==> src/spectral_angle_match_top_defines.svh <==
// Assertion macros used by the spectral angle match controller.
`ifndef SPECTRAL_ANGLE_MATCH_TOP_DEFINES_SVH
`define SPECTRAL_ANGLE_MATCH_TOP_DEFINES_SVH

// Same-cycle implication, sampled on clk and disabled while arst_n is low.
`define SAM_ASSERT_SAME(label, ante, cons, msg) \
	label: assert property (@(posedge clk) disable iff (!arst_n) (ante) |-> (cons)) \
		else $error(msg);

// Next-cycle implication, sampled on clk and disabled while arst_n is low.
`define SAM_ASSERT_NEXT(label, ante, cons, msg) \
	label: assert property (@(posedge clk) disable iff (!arst_n) (ante) |=> (cons)) \
		else $error(msg);

`endif

==> src/sam_pkg.sv <==
// Package with the types, constants and helpers of the spectral angle match block.
package sam_pkg;

	localparam int MAX_BANDS = 256;
	localparam int BAND_W    = 8;
	localparam int SAMPLE_W  = 16;
	localparam int THR_W     = 17;
	localparam logic [THR_W-1:0] THR_RESET = 17'd31704;

	localparam int PROD_W = 2 * SAMPLE_W;
	localparam int ACC_W  = 40;

	// Shared multiplier: A operand times B operand, B taken one digit per cycle.
	localparam int DIG_W      = 8;
	localparam int MUL_A_W    = THR_W + ACC_W;
	localparam int MUL_B_W    = ACC_W;
	localparam int MUL_P_W    = MUL_A_W + MUL_B_W;
	localparam int MUL_DIGITS = (MUL_B_W + DIG_W - 1) / DIG_W;
	localparam int CNT_W      = $clog2(MUL_DIGITS);
	localparam int LHS_W      = 2 * ACC_W;
	localparam int Q_SHIFT    = 16;

	localparam logic OP_REF   = 1'b0;
	localparam logic OP_PIXEL = 1'b1;

	typedef enum logic [2:0] {
		S_IDLE,
		S_READ,
		S_ACC,
		S_CHECK,
		S_MLOAD,
		S_MSTEP,
		S_DONE
	} state_t;

	typedef enum logic [1:0] {
		MUL_DOT,
		MUL_CXE,
		MUL_RHS
	} mul_sel_t;

	typedef struct packed {
		logic     ref_wr;
		logic     ref_rd;
		logic     cap;
		logic     prod_en;
		logic     acc_en;
		logic     acc_clr;
		logic     mul_load;
		logic     mul_step;
		mul_sel_t mul_sel;
		logic     out_load;
	} sam_cmd_t;

	typedef struct packed {
		logic last;
		logic zero;
	} sam_sts_t;

	function automatic logic [ACC_W-1:0] sat_add(input logic [ACC_W-1:0] a,
			input logic [PROD_W-1:0] b);
		logic [ACC_W:0] sum;
		sum = {1'b0, a} + (ACC_W+1)'(b);
		return sum[ACC_W] ? {ACC_W{1'b1}} : sum[ACC_W-1:0];
	endfunction

endpackage

==> src/sam_ctrl.sv <==
// Controller state machine sequencing band accumulation, the final products and the result.
`include "spectral_angle_match_top_defines.svh"

module sam_ctrl (
	input  logic              clk,
	input  logic              arst_n,
	input  logic              pix_valid,
	input  logic              pix_op,
	output logic              pix_ready,
	output logic              res_valid,
	input  logic              res_ready,
	input  sam_pkg::sam_sts_t sts,
	output sam_pkg::sam_cmd_t cmd
);

	sam_pkg::state_t             state_q, state_d;
	sam_pkg::mul_sel_t           sel_q, sel_d;
	logic [sam_pkg::CNT_W-1:0]   cnt_q, cnt_d;
	logic                        res_valid_q, res_valid_d;
	logic                        res_free;

	assign res_free  = !res_valid_q || res_ready;
	assign res_valid = res_valid_q;

	always_ff @(posedge clk or negedge arst_n) begin
		if (!arst_n) begin
			state_q     <= sam_pkg::S_IDLE;
			sel_q       <= sam_pkg::MUL_DOT;
			cnt_q       <= '0;
			res_valid_q <= 1'b0;
		end else begin
			state_q     <= state_d;
			sel_q       <= sel_d;
			cnt_q       <= cnt_d;
			res_valid_q <= res_valid_d;
		end
	end

	always_comb begin
		state_d   = state_q;
		sel_d     = sel_q;
		cnt_d     = cnt_q;
		pix_ready = 1'b0;
		cmd       = '0;
		cmd.mul_sel = sel_q;

		unique case (state_q)
			sam_pkg::S_IDLE: begin
				pix_ready = 1'b1;
				if (pix_valid) begin
					if (pix_op == sam_pkg::OP_PIXEL) begin
						cmd.ref_rd = 1'b1;
						cmd.cap    = 1'b1;
						state_d    = sam_pkg::S_READ;
					end else begin
						cmd.ref_wr = 1'b1;
					end
				end
			end
			sam_pkg::S_READ: begin
				cmd.prod_en = 1'b1;
				state_d     = sam_pkg::S_ACC;
			end
			sam_pkg::S_ACC: begin
				cmd.acc_en = 1'b1;
				state_d    = sts.last ? sam_pkg::S_CHECK : sam_pkg::S_IDLE;
			end
			sam_pkg::S_CHECK: begin
				sel_d   = sam_pkg::MUL_DOT;
				state_d = sts.zero ? sam_pkg::S_DONE : sam_pkg::S_MLOAD;
			end
			sam_pkg::S_MLOAD: begin
				cmd.mul_load = 1'b1;
				cnt_d        = '0;
				state_d      = sam_pkg::S_MSTEP;
			end
			sam_pkg::S_MSTEP: begin
				cmd.mul_step = 1'b1;
				cnt_d        = cnt_q + 1'b1;
				if (cnt_q == sam_pkg::CNT_W'(sam_pkg::MUL_DIGITS - 1)) begin
					unique case (sel_q)
						sam_pkg::MUL_DOT: begin
							sel_d   = sam_pkg::MUL_CXE;
							state_d = sam_pkg::S_MLOAD;
						end
						sam_pkg::MUL_CXE: begin
							sel_d   = sam_pkg::MUL_RHS;
							state_d = sam_pkg::S_MLOAD;
						end
						sam_pkg::MUL_RHS: begin
							state_d = sam_pkg::S_DONE;
						end
						default: begin
							state_d = sam_pkg::S_IDLE;
						end
					endcase
				end
			end
			sam_pkg::S_DONE: begin
				if (res_free) begin
					cmd.out_load = 1'b1;
					cmd.acc_clr  = 1'b1;
					state_d      = sam_pkg::S_IDLE;
				end
			end
			default: begin
				state_d = sam_pkg::S_IDLE;
			end
		endcase
	end

	always_comb begin
		if (cmd.out_load) begin
			res_valid_d = 1'b1;
		end else if (res_ready) begin
			res_valid_d = 1'b0;
		end else begin
			res_valid_d = res_valid_q;
		end
	end

	`SAM_ASSERT_SAME(a_load_free, cmd.out_load, !res_valid_q || res_ready, "result overwritten")
	`SAM_ASSERT_NEXT(a_pixel_read, pix_valid && pix_ready && (pix_op == sam_pkg::OP_PIXEL), state_q == sam_pkg::S_READ, "pixel transaction did not start a read")
	`SAM_ASSERT_SAME(a_cnt_range, state_q == sam_pkg::S_MSTEP, cnt_q < sam_pkg::CNT_W'(sam_pkg::MUL_DIGITS), "digit count out of range")
	`SAM_ASSERT_NEXT(a_out_valid, cmd.out_load, res_valid_q, "loaded result not presented")

endmodule

==> config.mk <==
export PLATFORM = sky130hd
export DESIGN_NAME = sam_ctrl
export DESIGN_NICKNAME = d
export VERILOG_FILES = /design/src/sam_pkg.sv /design/src/sam_ctrl.sv
export VERILOG_INCLUDE_DIRS = /design/src /design/src/src
export SDC_FILE = /design/constraint.sdc
export NUM_CORES = 1
export LEC_CHECK = 0
export ABC_CLOCK_PERIOD_IN_PS = 1500
export BUFFER_PORTS_ARGS = -buffer_cell sky130_fd_sc_hd__buf_2
export CAP_MARGIN = 20
export CORE_UTILIZATION = 47
export CTS_CLUSTER_SIZE = 24
export DETAILED_ROUTE_END_ITERATION = 8
export PLACE_DENSITY = 0.73
export SLEW_MARGIN = 20
export SYNTH_ARGS = -nofsm -noshare
export SYNTH_HDL_FRONTEND = slang
export SYNTH_SLANG_ARGS = --single-unit
==> constraint.sdc <==
create_clock -name clk -period 1.5 [get_ports clk]
set_input_delay 0.3 -clock clk [delete_from_list [all_inputs] [get_ports clk]]
set_output_delay 0.3 -clock clk [all_outputs]
set_load 0.01 [all_outputs]
* Word level (Yosys, flattened, before mapping)
Cells that the tools add are included.
Widths: inputs -> output; s select.
** Cells by class
- Add/sub/neg operators :: 1
- Equality and inequality tests :: 14
- Muxes and demuxes :: 25
- Reductions and logical operators :: 10
** Operators with widths (count)
- $pmux 3 s7 :: 1
- $mux 3 :: 6
- $eq 3x3->1 const B :: 4
- $pmux 3 s2 :: 2
- $mux 1 :: 10
- $mux 2 :: 4
- $ne 2x2->1 const B :: 4
- $pmux 2 s2 :: 2
- $eq 3x2->1 const B :: 2
- $reduce_bool 2->1 :: 3
- $reduce_and 4->1 :: 1
- $add 3x1->3 const B :: 1
- $eq 3x1->1 const B :: 1
- $logic_not 3->1 :: 1
- $ne 3x3->1 const B :: 1
- $reduce_and 3->1 :: 1
- $eq 2x1->1 const B :: 1
- $eq 2x2->1 const B :: 1
- $logic_not 2->1 :: 1
- $reduce_or 2->1 :: 1
- $logic_not 1->1 :: 1
- $logic_or 1x1->1 :: 1
** Word-level totals
- Register bits after elaboration :: 9
- Bits of input ports :: 7
- Logic and storage cells :: 54

* Longest topological paths before layout
- Depth after elaboration :: 5
- Gate-level depth with buffers :: 6
- Depth with buffers taken out :: 6

* Least setup slack after synthesis
No wires, ideal clock.
- Path type :: reg-to-output
- Start point :: register state_q[1]
- End point :: output cmd[9] in the netlist's numbering
- Data arrival time :: 1.177 ns
- Data required time :: 1.200 ns
- Path slack :: 0.023 ns
- Stages on the path, launching flop included :: 5
- Path buffers :: 2
- Cell sequence :: dfrtp_1 > buf_4 > nor3_4 > and3_1 > buf_4
** RTL lines
- start, declared :: RTL line sam_ctrl.sv:16 : sam_pkg::state_t state_q, state_d;
- start signal, assigned :: RTL line sam_ctrl.sv:27 : state_q <= sam_pkg::S_IDLE;
- start signal, assigned :: RTL line sam_ctrl.sv:32 : state_q <= state_d;
- end, declared :: RTL line sam_ctrl.sv:13 : output sam_pkg::sam_cmd_t cmd

==> metrics.txt <==
first-pass GRT wire length=2390 um; vias in the first global route=525; core region area=0.00116 sq mm; Post-Synthesis Cells=71; register area share after synthesis=36.7%; pre-CTS setup slack=0.0775 ns; met1 Resource Use GR=35.8%; syn_area_per_cell=8.65 sq um; diode count=0; largest cells by area after synthesis=dfrtp_1 (37%), o21ai_0 (5.7%), buf_4 (4.9%), nand2_1 (4.9%), a22o_1 (4.3%); CTS Buffer Depth=2; gr ovfl total=0; Synth Area in Adders=4.07%; dominant cell type by area after synthesis=dfrtp_1; min setup slack post-route=-0.169 ns; initial core utilization=53.1%; Final Hold Vio Count=0; Final setup viols=11; most frequent cell after synthesis=dfrtp_1; Clock Pin Slew Worst Setup and Hold Paths=0.07 ns; compound-gate portion of the synthesized area=20.0%; drt first-iter violations=30; PwrDens=2080 mW/mm^2; CP arrival=1.37 ns; Final ANT Viol Nets=0; vias per cell=5.58; skew final=0.00486 ns; First-pass DRT Iterations=4; RSZ-0062 raised after global routing=yes; CP endpoint kind=output port; initial antenna violation count=0; count of input and output buffers=19; status=finished with violations; Max stage delay on crit path=0.41 ns; io pins=20; synth cell count leaders=dfrtp_1 (9), nand2_1 (8), o21ai_0 (7); aggregate global-route resource usage=24.9%; maxcap violations=0; maximum fanout along the worst path=4; number of synthesized register bits=9; final period utilization=111%; largest family of logic cells by synthesized area=simple AND/OR/NAND/NOR gates; simple-gate portion of the synthesized area=26.3%; layout cells sized above 1=48.1%; XOR/XNOR Fraction of Synth Area=0%; Die W=38.2 um; Leak=0.463 nW; Worst setup SP type=flip-flop; Slowest cell on crit path=dfrtp_1; routing usage on met2=36.9%; worst hold margin=0.359 ns; remaining routing DRC violations=0; row count=12; CTS Root Cell=clkbuf_4; EDFF count, synth=0; via count=658; placed cell area=733 sq um; M3 GR Usage=5.23%; most used cell, CP=buf_6; Post-Syn Nets=80; Top FF cell, synth=dfrtp_1; TNS Setup=-1.14 ns; multiplexer area fraction after synthesis=1.83%; crit-path cells=buf_6, nor3_4, and3_4, buf_6; die area=0.00146 sq mm; Setup CP Type=reg -> out; Routed Wire Length=1810 um; minimum clock period=1.67 ns; fmax=599 MHz; Max Slew Vio Count=0; failing checks=setup timing; most used routing layer=met2; share of Yosys cell area claimed by the top area cell type=36.7%; CP required=1.20 ns; cell area after layout=887 sq um; Die Ht=38.2 um; Top delay family on crit path=simple AND/OR/NAND/NOR gates; CTS Sinks=9; Skew-Pair Late Insertion Delay=0.27 ns; Detail Placement HPWL=1060 um; area delta synth->final=44.4%; Min-Delay Path Class=in -> reg; H-tree level count=1; worst vdd rail ir drop=1.05 mV; Buf/Inv on CP=2; Cell Area, Synth=614 sq um; synth unique cells=27; CTS tree=yes; synth warn=0; GPL Wtd Cong=0.854; wire per inst=15.3 um; FFs w/ async S/R, synth=100%; Num CTS Buffers=3; Worst-Margin Slew=0.255 ns; Max transition margin=82.8%; largest net degree at the start of global routing=10; Nets=114
==> registers in the layout (all words and copies together), names as in the netlist <==
name and count:
state_q 3, cnt_q 3, sel_q 2, res_valid 1
==> area by class of cell <==
class | count | area [sq um]
clock buffers | 4 | 26.3
multi-input cells | 50 | 347
well taps | 14 | 17.5
repair buffers | 35 | 248
fillers | 82 | 269
flip-flops and latches | 9 | 226
inverters | 6 | 22.5
==> where the power goes <==
group | switching, mW | total [mW] | leakage (nW) | internal [mW]
combinational | 0.577 | 1.17 | 0.337 | 0.595
clock | 0.0998 | 0.203 | 0.0150 | 0.103
sequential | 0.124 | 0.467 | 0.111 | 0.343
total | 0.801 | 1.84 | 0.463 | 1.04
==> stage by stage <==
step | utilization, % | total power [mW] | instances
global placement | 63.4 | 1.33 | 105
floorplan | - | 1.06 | 71
CTS | 71.2 | 1.67 | 115
global route | 76.7 | 1.94 | 118
detailed placement | 63.4 | 1.35 | 105
finish | 76.7 | 1.84 | 118
==> routing by layer <==
| metal | wire length (um) | part of all wire [%] |
|---|---|---|
| met4 | 12 | 0.66 |
| met3 | 137 | 7.6 |
| met2 | 909 | 50 |
| met1 | 750 | 41 |
| met5 | 0 | 0 |
==> placed cells by master (no fill, tap or decap), types with 2 or more instances in the layout <==
cell type and count:
buf_4 12, a21oi_1 4, nand3_1 2, clkbuf_4 3
o21ai_0 7, nor2_1 4, nand2_1 7, inv_1 5
ha_1 2, a31oi_1 2, a22o_1 3, dfrtp_1 8
o22ai_1 2, buf_2 16, buf_6 6, nand2b_1 2
==> what timing repair did <==
action / in CTS / in global routing
gates resized for setup: 6 / 9
setup endpoints to repair: 9 / 9
setup buffers: 5 / 3
pin swaps: 4 / 3
hold buffers: 1 / 0
endpoints found under the hold margin: 9 / 0
==> cell families (layout without fill, tap and decap cells) <==
group,after synthesis,after routing
buffers and inverters,12,45
adders and majority gates,2,2
muxes,1,1
AOI/OAI and AO/OA,19,19
and+or+nand+nor,28,28
DFF,9,9
==> worst paths after layout <==
path                            slack (ns)    endpoint       start  depth (start not counted)
min in group asynchronous             0.40   res_valid      arst_n                          2
worst max-delay path                 -0.17      cmd[8]  state_q[0]                          4
worst max register to register       -0.01  state_q[1]  state_q[2]                          6
max in group asynchronous             0.90  state_q[1]      arst_n                          2
worst min-delay path                  0.36   res_valid   res_ready                          3
worst min register to register        0.57    cnt_q[2]    cnt_q[2]                          1
==> worst register-to-register path, stage by stage (launching register included) <==
cell     delay (ns)
dfrtp_1        0.41
buf_6          0.14
buf_4          0.13
or2b_1         0.26
o22ai_1        0.19
a31oi_1        0.08
o22ai_1        0.22
No activity file was read; power rests on OpenSTA's default activity.
